`config.mk`:
```
export PLATFORM = sky130hd
export DESIGN_NAME = bounded_compacting_list
export DESIGN_NICKNAME = d
export VERILOG_FILES = /design/src/rtl/bcl_pkg.sv /design/src/rtl/bcl_ram.sv /design/src/rtl/bcl_dp.sv /design/src/rtl/bcl_ctrl.sv /design/src/rtl/bounded_compacting_list.sv
export SDC_FILE = /design/constraint.sdc
export NUM_CORES = 2
export LEC_CHECK = 0
export ABC_AREA = 0
export BUFFER_PORTS_ARGS = -buffer_cell sky130_fd_sc_hd__buf_2
export CAP_MARGIN = 20
export CORE_MARGIN = 5
export CORE_UTILIZATION = 65
export DETAILED_ROUTE_END_ITERATION = 6
export PLACE_DENSITY_LB_ADDON = 0.05
export SYNTH_ARGS = -nofsm -noshare
export SYNTH_HDL_FRONTEND = slang
export SYNTH_HIERARCHICAL = 1
export SYNTH_SLANG_ARGS = --single-unit
```
`constraint.sdc`:
```
create_clock -name i_clk -period 12.05 [get_ports i_clk]
set_input_delay 1.8075 -clock i_clk [delete_from_list [all_inputs] [get_ports i_clk]]
set_output_delay 1.8075 -clock i_clk [all_outputs]
set_load 0.02 [all_outputs]
```
`src/rtl/bcl_pkg.sv`:
```
// ----------------------------------------------------------------------------
// bcl_pkg
// Shared types and constants for the bounded compacting list.
// ----------------------------------------------------------------------------
package bcl_pkg;

    localparam int MAX_WORDS = 64;
    localparam int WORD_W    = 32;
    localparam int CAP_W     = 7;
    localparam int POS_W     = 6;
    localparam int REP_W     = 7;
    localparam int LEN_W     = 7;
    localparam int ADDR_W    = $clog2(MAX_WORDS);
    localparam int CNT_W     = $clog2(MAX_WORDS + 1);

    // Common width for comparing counts, positions and the capacity register
    localparam int CMP_A = (CNT_W > CAP_W) ? CNT_W : CAP_W;
    localparam int CMP_B = (POS_W > REP_W) ? POS_W : REP_W;
    localparam int CMP_W = (CMP_A > CMP_B) ? CMP_A : CMP_B;

    localparam logic [CAP_W-1:0]  CAP_RESET = CAP_W'(64);
    localparam logic [WORD_W-1:0] NEG_ONE   = '1;

    typedef enum logic [1:0] {
        CMD_INSERT = 2'd0,
        CMD_REMOVE = 2'd1,
        CMD_READ   = 2'd2,
        CMD_FILL   = 2'd3
    } t_cmd;

    typedef struct packed {
        t_cmd                     command;
        logic signed [WORD_W-1:0] value;
        logic [POS_W-1:0]         position;
        logic [REP_W-1:0]         repeat_count;
    } t_in_item;

    typedef struct packed {
        logic                     ok;
        logic signed [WORD_W-1:0] data;
        logic [LEN_W-1:0]         length;
    } t_out_item;

    typedef enum logic [2:0] {
        OP_NONE,
        OP_INSERT,
        OP_READ,
        OP_READ_DONE,
        OP_FILL_SET,
        OP_FILL,
        OP_SEARCH,
        OP_SHIFT
    } t_dp_op;

    typedef struct packed {
        logic   load_item;
        t_dp_op op;
        logic   out_load;
    } t_dp_cmd;

    typedef struct packed {
        logic found;
        logic scan_end;
        logic fill_end;
    } t_dp_stat;

endpackage

```
`src/rtl/bcl_ram.sv`:
```
// ----------------------------------------------------------------------------
// bcl_ram
// Generic single write port, single read port RAM with registered read data.
// ----------------------------------------------------------------------------
module bcl_ram #(
    parameter int WIDTH = 32,
    parameter int DEPTH = 64
) (
    input  logic                     i_clk,
    input  logic                     i_we,
    input  logic [$clog2(DEPTH)-1:0] i_waddr,
    input  logic [WIDTH-1:0]         i_wdata,
    input  logic [$clog2(DEPTH)-1:0] i_raddr,
    output logic [WIDTH-1:0]         o_rdata
);

    logic [WIDTH-1:0] r_mem [DEPTH];
    logic [WIDTH-1:0] r_rdata;

    always_ff @(posedge i_clk) begin
        if (i_we) begin
            r_mem[i_waddr] <= i_wdata;
        end
        r_rdata <= r_mem[i_raddr];
    end

    assign o_rdata = r_rdata;

endmodule

```
`src/rtl/bcl_dp.sv`:
```
// ----------------------------------------------------------------------------
// bcl_dp
// Datapath: word store, length and capacity registers, scan counters and
// the result registers.
// ----------------------------------------------------------------------------
module bcl_dp (
    input  logic                     i_clk,
    input  logic                     i_rst_n,
    input  bcl_pkg::t_dp_cmd         i_cmd,
    input  bcl_pkg::t_in_item        i_item,
    input  logic                     i_cfg_we,
    input  logic [bcl_pkg::CAP_W-1:0] i_cfg_data,
    output bcl_pkg::t_dp_stat        o_stat,
    output bcl_pkg::t_out_item       o_out_item
);
    import bcl_pkg::*;

    t_in_item          r_item;
    logic [CNT_W-1:0]  r_count;
    logic [CAP_W-1:0]  r_cap;
    logic [CNT_W-1:0]  r_idx;
    logic [CNT_W-1:0]  r_pidx;
    logic [CNT_W-1:0]  r_lim;
    logic              r_pend;
    logic              r_hit;
    t_out_item         r_res;
    t_out_item         r_out;

    logic [CNT_W-1:0]  cap_eff;
    logic [CNT_W-1:0]  fill_lim;
    logic              ins_ok;
    logic              rd_hit;
    logic              issue;
    logic              match;
    logic              val_neg1;

    logic              ram_we;
    logic [ADDR_W-1:0] ram_waddr;
    logic [WORD_W-1:0] ram_wdata;
    logic [ADDR_W-1:0] ram_raddr;
    logic [WORD_W-1:0] ram_rdata;

    always_comb begin
        cap_eff = (CMP_W'(r_cap) > CMP_W'(MAX_WORDS)) ? CNT_W'(MAX_WORDS) : CNT_W'(r_cap);
        fill_lim = (CMP_W'(r_item.repeat_count) > CMP_W'(cap_eff)) ?
                   cap_eff : CNT_W'(r_item.repeat_count);
        val_neg1 = (r_item.value == NEG_ONE);
        ins_ok   = (r_count < cap_eff) && !val_neg1;
        rd_hit   = (CMP_W'(r_item.position) < CMP_W'(r_count));
        issue    = (r_idx < r_count);
        match    = r_pend && (ram_rdata == r_item.value);
    end

    assign o_stat.found    = match;
    assign o_stat.scan_end = !r_pend && !issue;
    assign o_stat.fill_end = !(r_idx < r_lim);

    // RAM port steering
    always_comb begin
        ram_we    = 1'b0;
        ram_waddr = ADDR_W'(r_idx);
        ram_wdata = r_item.value;
        ram_raddr = ADDR_W'(r_idx);
        case (i_cmd.op)
            OP_INSERT: begin
                ram_we    = ins_ok;
                ram_waddr = ADDR_W'(r_count);
            end
            OP_READ: begin
                ram_raddr = ADDR_W'(r_item.position);
            end
            OP_FILL: begin
                ram_we = (r_idx < r_lim);
            end
            OP_SHIFT: begin
                // move the word read last cycle down one place
                ram_we    = r_pend;
                ram_waddr = ADDR_W'(r_pidx - CNT_W'(1));
                ram_wdata = ram_rdata;
            end
            default: begin
                ram_we = 1'b0;
            end
        endcase
    end

    bcl_ram #(
        .WIDTH (WORD_W),
        .DEPTH (MAX_WORDS)
    ) u_ram (
        .i_clk   (i_clk),
        .i_we    (ram_we),
        .i_waddr (ram_waddr),
        .i_wdata (ram_wdata),
        .i_raddr (ram_raddr),
        .o_rdata (ram_rdata)
    );

    always_ff @(posedge i_clk) begin
        if (!i_rst_n) begin
            r_count <= '0;
            r_cap   <= CAP_RESET;
            r_pend  <= 1'b0;
        end else begin
            if (i_cfg_we) begin
                r_cap <= i_cfg_data;
            end
            if (i_cmd.load_item) begin
                r_item <= i_item;
                r_idx  <= '0;
                r_pend <= 1'b0;
            end
            case (i_cmd.op)
                OP_INSERT: begin
                    r_count      <= r_count + CNT_W'(ins_ok);
                    r_res.ok     <= ins_ok;
                    r_res.data   <= '0;
                    r_res.length <= LEN_W'(r_count + CNT_W'(ins_ok));
                end
                OP_READ: begin
                    r_hit <= rd_hit;
                end
                OP_READ_DONE: begin
                    r_res.ok     <= r_hit;
                    r_res.data   <= r_hit ? ram_rdata : NEG_ONE;
                    r_res.length <= LEN_W'(r_count);
                end
                OP_FILL_SET: begin
                    r_lim <= val_neg1 ? '0 : fill_lim;
                    r_idx <= '0;
                end
                OP_FILL: begin
                    if (r_idx < r_lim) begin
                        r_idx <= r_idx + CNT_W'(1);
                    end else begin
                        r_count      <= r_lim;
                        r_res.ok     <= !val_neg1;
                        r_res.data   <= '0;
                        r_res.length <= LEN_W'(r_lim);
                    end
                end
                OP_SEARCH: begin
                    if (match) begin
                        // start the shift at the word after the hit
                        r_idx  <= r_pidx + CNT_W'(1);
                        r_pend <= 1'b0;
                    end else begin
                        r_pend <= issue;
                        r_pidx <= r_idx;
                        if (issue) begin
                            r_idx <= r_idx + CNT_W'(1);
                        end
                        if (!r_pend && !issue) begin
                            r_res.ok     <= 1'b0;
                            r_res.data   <= '0;
                            r_res.length <= LEN_W'(r_count);
                        end
                    end
                end
                OP_SHIFT: begin
                    r_pend <= issue;
                    r_pidx <= r_idx;
                    if (issue) begin
                        r_idx <= r_idx + CNT_W'(1);
                    end
                    if (!r_pend && !issue) begin
                        r_count      <= r_count - CNT_W'(1);
                        r_res.ok     <= 1'b1;
                        r_res.data   <= '0;
                        r_res.length <= LEN_W'(r_count - CNT_W'(1));
                    end
                end
                default: begin
                    r_hit <= r_hit;
                end
            endcase
        end
    end

    always_ff @(posedge i_clk) begin
        if (i_cmd.out_load) begin
            r_out <= r_res;
        end
    end

    assign o_out_item = r_out;

endmodule

```
`src/rtl/bcl_ctrl.sv`:
```
// ----------------------------------------------------------------------------
// bcl_ctrl
// Command sequencer: steps the datapath through each command and owns the
// input and output handshakes.
// ----------------------------------------------------------------------------
module bcl_ctrl (
    input  logic              i_clk,
    input  logic              i_rst_n,
    input  logic              i_in_valid,
    input  bcl_pkg::t_cmd     i_in_cmd,
    output logic              o_in_stall,
    output logic              o_out_valid,
    input  logic              i_out_stall,
    input  bcl_pkg::t_dp_stat i_stat,
    output bcl_pkg::t_dp_cmd  o_cmd
);
    import bcl_pkg::*;

    typedef enum logic [3:0] {
        S_IDLE,
        S_INS,
        S_RD,
        S_RDW,
        S_FSET,
        S_FILL,
        S_SRCH,
        S_SHIFT,
        S_DONE
    } t_state;

    t_state  r_state;
    t_state  n_state;
    logic    r_out_vld;
    logic    n_out_vld;
    t_dp_cmd cmd;
    logic    in_accept;
    logic    out_free;

    assign in_accept = (r_state == S_IDLE) && i_in_valid;
    assign out_free  = !r_out_vld || !i_out_stall;

    always_comb begin
        n_state       = r_state;
        cmd.load_item = in_accept;
        cmd.op        = OP_NONE;
        cmd.out_load  = 1'b0;
        case (r_state)
            S_IDLE: begin
                if (i_in_valid) begin
                    case (i_in_cmd)
                        CMD_INSERT: n_state = S_INS;
                        CMD_REMOVE: n_state = S_SRCH;
                        CMD_READ:   n_state = S_RD;
                        CMD_FILL:   n_state = S_FSET;
                        default:    n_state = S_IDLE;
                    endcase
                end
            end
            S_INS: begin
                cmd.op  = OP_INSERT;
                n_state = S_DONE;
            end
            S_RD: begin
                cmd.op  = OP_READ;
                n_state = S_RDW;
            end
            S_RDW: begin
                cmd.op  = OP_READ_DONE;
                n_state = S_DONE;
            end
            S_FSET: begin
                cmd.op  = OP_FILL_SET;
                n_state = S_FILL;
            end
            S_FILL: begin
                cmd.op = OP_FILL;
                if (i_stat.fill_end) begin
                    n_state = S_DONE;
                end
            end
            S_SRCH: begin
                cmd.op = OP_SEARCH;
                if (i_stat.found) begin
                    n_state = S_SHIFT;
                end else if (i_stat.scan_end) begin
                    n_state = S_DONE;
                end
            end
            S_SHIFT: begin
                cmd.op = OP_SHIFT;
                if (i_stat.scan_end) begin
                    n_state = S_DONE;
                end
            end
            S_DONE: begin
                // hold the result until the output register frees up
                if (out_free) begin
                    cmd.out_load = 1'b1;
                    n_state      = S_IDLE;
                end
            end
            default: begin
                n_state = S_IDLE;
            end
        endcase
    end

    always_comb begin
        n_out_vld = r_out_vld;
        if (cmd.out_load) begin
            n_out_vld = 1'b1;
        end else if (r_out_vld && !i_out_stall) begin
            n_out_vld = 1'b0;
        end
    end

    always_ff @(posedge i_clk) begin
        if (!i_rst_n) begin
            r_state   <= S_IDLE;
            r_out_vld <= 1'b0;
        end else begin
            r_state   <= n_state;
            r_out_vld <= n_out_vld;
        end
    end

    assign o_in_stall  = (r_state != S_IDLE);
    assign o_out_valid = r_out_vld;
    assign o_cmd       = cmd;

    a_no_overwrite: assert property (@(posedge i_clk) disable iff (!i_rst_n)
        (r_out_vld && i_out_stall) |-> !cmd.out_load)
        else $error("result overwritten while output stalled");

    a_busy_after_accept: assert property (@(posedge i_clk) disable iff (!i_rst_n)
        in_accept |=> (r_state != S_IDLE))
        else $error("accepted word not processed");

    a_load_sets_valid: assert property (@(posedge i_clk) disable iff (!i_rst_n)
        cmd.out_load |=> r_out_vld)
        else $error("result loaded but not presented");

    a_one_owner: assert property (@(posedge i_clk) disable iff (!i_rst_n)
        cmd.out_load |-> (cmd.op == OP_NONE) && !cmd.load_item)
        else $error("result load overlaps datapath work");

endmodule

```
`src/rtl/bounded_compacting_list.sv`:
```
// ----------------------------------------------------------------------------
// bounded_compacting_list
// Densely packed list of 32-bit words with insert, remove, read and fill.
//
//   channel   direction  handshake              payload
//   in        input      i_in_valid/o_in_stall  i_in_item  (t_in_item)
//   out       output     o_out_valid/i_out_stall o_out_item (t_out_item)
//   cfg       input      i_cfg_valid/o_cfg_ready i_cfg_data (capacity)
//
// One word at a time. Remove runs a search and then a shift that together
// step once through the store, one entry a cycle over its single read port.
// A finished result waits in the output register; the next word is taken
// while it waits and held only at its own end if the output is still stalled.
// Reset (synchronous, active low) empties the list and sets capacity to 64;
// store contents are left as they are.
// ----------------------------------------------------------------------------
module bounded_compacting_list (
    input  logic                      i_clk,
    input  logic                      i_rst_n,
    input  logic                      i_in_valid,
    output logic                      o_in_stall,
    input  bcl_pkg::t_in_item         i_in_item,
    output logic                      o_out_valid,
    input  logic                      i_out_stall,
    output bcl_pkg::t_out_item        o_out_item,
    input  logic                      i_cfg_valid,
    output logic                      o_cfg_ready,
    input  logic [bcl_pkg::CAP_W-1:0] i_cfg_data
);
    import bcl_pkg::*;

    t_dp_cmd  dp_cmd;
    t_dp_stat dp_stat;

    assign o_cfg_ready = 1'b1;

    bcl_ctrl u_ctrl (
        .i_clk       (i_clk),
        .i_rst_n     (i_rst_n),
        .i_in_valid  (i_in_valid),
        .i_in_cmd    (i_in_item.command),
        .o_in_stall  (o_in_stall),
        .o_out_valid (o_out_valid),
        .i_out_stall (i_out_stall),
        .i_stat      (dp_stat),
        .o_cmd       (dp_cmd)
    );

    bcl_dp u_dp (
        .i_clk      (i_clk),
        .i_rst_n    (i_rst_n),
        .i_cmd      (dp_cmd),
        .i_item     (i_in_item),
        .i_cfg_we   (i_cfg_valid && o_cfg_ready),
        .i_cfg_data (i_cfg_data),
        .o_stat     (dp_stat),
        .o_out_item (o_out_item)
    );

endmodule
```
**Word-level counts from Yosys, hierarchy flattened**

Memories as Yosys holds them, arrays and structs flattened. A register that Yosys moved wholly into a read port is not among the register bits.
Cells that the tools add are included.

- Bits in latches: 0
- Memories: 1
- Bits of input ports: 59
- Memory bits (read-only): 0
- Memory bits (writable): 2048
- Register bits after elaboration: 167

Memory list:

| name | depth | width | rd ports | clocked after memory_dff | wr ports | RTL line | text |
|---|---|---|---|---|---|---|---|
| u_dp.u_ram.r_mem | 64 | 32 | 1 | 1 | 1 | bcl_ram.sv:17 | `logic [WIDTH-1:0] r_mem [DEPTH];` |

- Reductions and logical operators: 27
- Order comparisons: 6
- Div/mod/pow operators: 0
- $mul: 0
- Shifts and indexed selects: 0
- Bitwise logic cells: 0
- Multiplexer cells: 39
- Add/subtract/negate cells: 5
- Eq/ne operators: 27

Operator list:

| operator | count |
|---|---|
| one-hot mux 40 bit (5 select lines) | 1 |
| two-way mux 40 bit | 4 |
| two-way mux 32 bit | 2 |
| two-way mux 7 bit | 9 |
| == test 32 bit | 1 |
| == test 32 bit (second input constant) | 1 |
| one-hot mux 4 bit (8 select lines) | 1 |
| one-hot mux 7 bit (4 select lines) | 1 |
| < comparator 7 bit | 3 |
| one-hot mux 3 bit (7 select lines) | 1 |
| one-hot mux 7 bit (3 select lines) | 1 |
| two-way mux 4 bit | 5 |
| == test 4 x 3 -> 1 bit (second input constant) | 4 |
| one-hot mux 4 bit (4 select lines) | 1 |
| adder 7 x 1 -> 7 bit (second input constant) | 2 |
| one-hot mux 7 bit (2 select lines) | 1 |
| == test 3 bit (second input constant) | 4 |
| inequality test 2 bit (second input constant) | 6 |
| one-hot mux 6 bit (2 select lines) | 1 |
| AND reduction 3 bit | 3 |
| == test 4 x 2 -> 1 bit (second input constant) | 2 |
| two-way mux 1 bit | 8 |
| adder 7 x 1 -> 7 bit | 1 |
| greater-than comparator 7 bit | 1 |
| 26 further kinds | 40 |

**Logic depth before layout (Yosys ltp)**

- Word-level depth: 7
- Gate-level depth with buffers: 18
- Mapped depth without buffers: 18

**Hierarchy**

Netlist, hierarchy kept.

Modules (own cells, without submodules):

| module | area each (sq um) | cells each | instances |
|---|---|---|---|
| bcl_ram | 78515.3 | 3324 | 1 |
| bcl_dp | 8583.2 | 794 | 1 |
| bcl_ctrl | 422.9 | 57 | 1 |
| bounded_compacting_list | 11.3 | 2 | 1 |

**Least setup slack after synthesis**

No wires, ideal clock.

- Path type: reg2reg
- Start: reg u_ctrl.r_state[1]
- End: mem u_dp.u_ram.r_mem[49][0] (enable)
- Path buffers: 4
- Slack: 6.957 ns
- Arrival: 4.633 ns
- Setup time: 0.461 ns
- Stages on the path, launching flop included: 13
- Period minus slack after synthesis: 5.093 ns
- Data required time: 11.589 ns
- Cell sequence: dfxtp_1 > clkbuf_1 > inv_1 > nor2_1 > clkbuf_1 > clkbuf_1 > nand2_1 > a21oi_1 > nor2_1 > a21oi_1 > clkbuf_1 > nand4_1 > nor3_1

RTL lines:

| item | RTL line | text |
|---|---|---|
| start, declared | bcl_ctrl.sv:31 | `t_state r_state;` |
| start signal, assigned | bcl_ctrl.sv:122 | `r_state <= n_state;` |
| end, declared | bcl_ram.sv:17 |  |

==> out/metrics.cfg <==
[drt]
drc=0
vias=45086
drt_iter0_markers=7308
met3_length_um=28700
vias_per_cell=7.10
drt-total-wl_um=231000
firstDrtPassIters=7
ant_nets=0
routed-wl-met2_um=109000
routedLengthMet1_um=83500
top_layer_used=met5
wl_per_cell_um=36.4

[placement]
place_ws_ns=5.34
place_congestion=0.879
portBuffers=100
hpwl_um=127000
placed_cells=5954

[sta]
setup_tns_ns=0
rsz0062_at_grt=false
fmax_mhz=150
tightest_slew_ns=1.16
fin_skew_ns=0.0332
max-slew-margin-rel=0.222
finalHoldViolations=0
setup_violations=0
fin_ws_ns=5.40
slew_viol_final=0
period_needed_ns=6.65
min_period_over_period=0.552

[power_and_ir_drop]
vdd_ir_drop_max_mv=0.167
p_per_area_mw_per_mm2=193
p_leak_uw=0.0310

[grt]
overflow=0
grt_first_pass_wirelength_um=324000
antenna_found_initial=12
grt_usage=0.329
grt_max_degree=128
grt_pass1_vias=43662

[finish]
layout-drive-gt1-share=0.266
fillCellCount=7457
seq_area_mm2=0.0670
multi_input_area_mm2=0.0202
nNetsFinal=4499
syn_to_final_growth_pct=12.1
stdcell_count=6354

[setup_path]
reg2reg_from=u_ctrl/r_state[3]
worstPathMaxFanout=107
cp.buffers_inverters=3
worstPathArrival_ns=7.33
cp-start-kind=flop
crit_family=multiplexers
crit_chain=and2b_1, inv_1, nand2_1, nor2_1, mux2_8, buf_12, buf_4, mux4_2, mux4_2, o22ai_1, nor2_1
critPathLaunch=u_ctrl/r_state[3]
critPathKind=reg -> reg
worst_ep_required_time_ns=12.73
cp_slowest_cell=buf_4
cp-end-kind=flop
critical_path.max_stage_delay_ns=0.88

[logic_synthesis]
yosys.area.top_type_share=0.753
synth_edf_count=2195
ys_types=76
ys_seq_area_frac=0.765
avgSynthCellArea_um2=21.0
yosys_warnings=6
netlist_instances=4177
synth_async_sr_flop_share=0
synthFlopType=edfxtp_1
synth.top_cells.by_area=edfxtp_1, mux4_2, mux2i_1
syn-cell-area_mm2=0.0875
synth_top_area_cell=edfxtp_1
yosys_register_bits=2247
syn_nets=4275

[cts]
post-cts-setup-buffers=0
clkSlewWorstSetupHoldPaths_ns=0.06
numCtsBuffers=213
cts_tree=built
root_buffer=clkbuf_16
clock_path_buffers=3
cts_max_level=4
clock_latency_ns=0.85
hold_buffers=0
cts_resized=0
cts_sinks=2247

[worst_hold_path]
hp-class=reg -> reg
worstHoldStart=u_dp/r_res[6]

[die]
dieArea_mm2=0.142
die_h_um=377
initial_core_util=0.655
pin_count=102
core_mm2=0.134
rows=134
fp.dieW_um=377

[outcome]
outcome=complete, no violations

[flow_run]
max-cap-violations=0

==> layer usage <==
layer	vias up	global-route usage
li1	17849	-
met1	23526	0.476
met2	3293	0.508
met3	414	0.0722
met4	4	0.124
met5	-	0
==> power by group <==
group	internal [uW]	switching [uW]	total, uW
combinational	1220	2040	3260
clock	3810	2820	6630
sequential	8800	281	9080
total	13800	5140	19000
==> final timing paths <==
path	endpoint	slack (ns)	cells past startpoint
max reg2reg	u_dp/u_ram/o_rdata[23]	5.40	11
min	u_dp/o_out_item[6]	0.42	0
max	u_dp/u_ram/o_rdata[23]	5.40	11
min reg2reg	u_dp/o_out_item[6]	0.42	0
==> cell families after synthesis <==
family	synth area share
adder cells (fa/ha/maj)	0.00557
flip-flops	0.765
buffers and inverters	0.0153
XOR/XNOR	0.00450
AO/OA/AOI/OAI	0.0304
other	0.0000428
multiplexers	0.154
AND/OR/NAND/NOR	0.0254
==> worst register-to-register path, stage by stage (launching register included) <==
cell	delay, ns
dfxtp_1	0.47
and2b_1	0.52
inv_1	0.34
nand2_1	0.12
nor2_1	0.60
mux2_8	0.86
buf_12	0.77
buf_4	0.96
mux4_2	0.65
mux4_2	0.47
o22ai_1	0.64
nor2_1	0.13
==> synthesized netlist by cell type, types with 28 or more instances <==
cell / number
buf_2: 59
xnor2_1: 28
mux4_2: 544
nor2b_1: 32
a21oi_1: 133
o221ai_1: 29
o21ai_0: 57
dfxtp_1: 52
mux2i_1: 112
o22ai_1: 95
clkbuf_1: 114
buf_4: 30
ha_1: 39
edfxtp_1: 2195
nand2_1: 98
inv_1: 59
nor2_1: 185
==> final cells by class <==
type | instances | area share
clock inverters | 114 | 0.0117
well taps | 1768 | 0.0225
clock buffers | 281 | 0.0588
multi-input cells | 1634 | 0.206
diodes | 5 | 0.000128
flip-flops and latches | 2247 | 0.682
repair buffers | 245 | 0.0166
inverters | 60 | 0.00230
==> sequential cells by signal, indices dropped and copies added (netlist names) <==
name and cells:
u_ctrl/o_out_valid 1, u_ctrl/r_state 4, u_dp/o_out_item 40, u_dp/r_cap 7, u_dp/r_count 7, u_dp/r_hit 1
u_dp/r_idx 7, u_dp/r_item 45, u_dp/r_lim 7, u_dp/r_pend 1, u_dp/r_pidx 7, u_dp/r_res 40
u_dp/u_ram/o_rdata 32, u_dp/u_ram/r_mem 2048
==> stage by stage <==
| stage | hold WS [ns] | area [um2] | total power, uW | utilization |
|---|---|---|---|---|
| detailed placement | 0.405 | 91200 | 12400 | 0.682 |
| CTS | 0.418 | 98100 | 19000 | 0.734 |
| global route | 0.425 | 98100 | 19500 | 0.734 |
| finish | 0.418 | 98100 | 19000 | 0.734 |
| floorplan | 0.400 | 87500 | 11100 | - |
| global placement | 0.403 | 91200 | 12400 | 0.682 |
==> layout by cell type, fill, tap and decap left out, drive strengths merged, types with 16 or more instances in the layout <==
cell type	netlist	routed
a21oi	133	133
a22oi	23	23
buf	122	245
bufinv	0	21
clkbuf	114	281
clkinv	0	83
dfxtp	52	52
edfxtp	2195	2195
ha	39	39
inv	60	64
mux2i	112	112
mux4	544	544
nand2	98	98
nand2b	16	16
nand3	25	25
nand4	17	17
nor2	185	185
nor2b	32	32
nor3	29	29
o21ai	64	64
o221ai	29	29
o22ai	95	95
xnor2	28	28
xor2	17	17
Note: power is estimated with default switching activity, not from simulation.
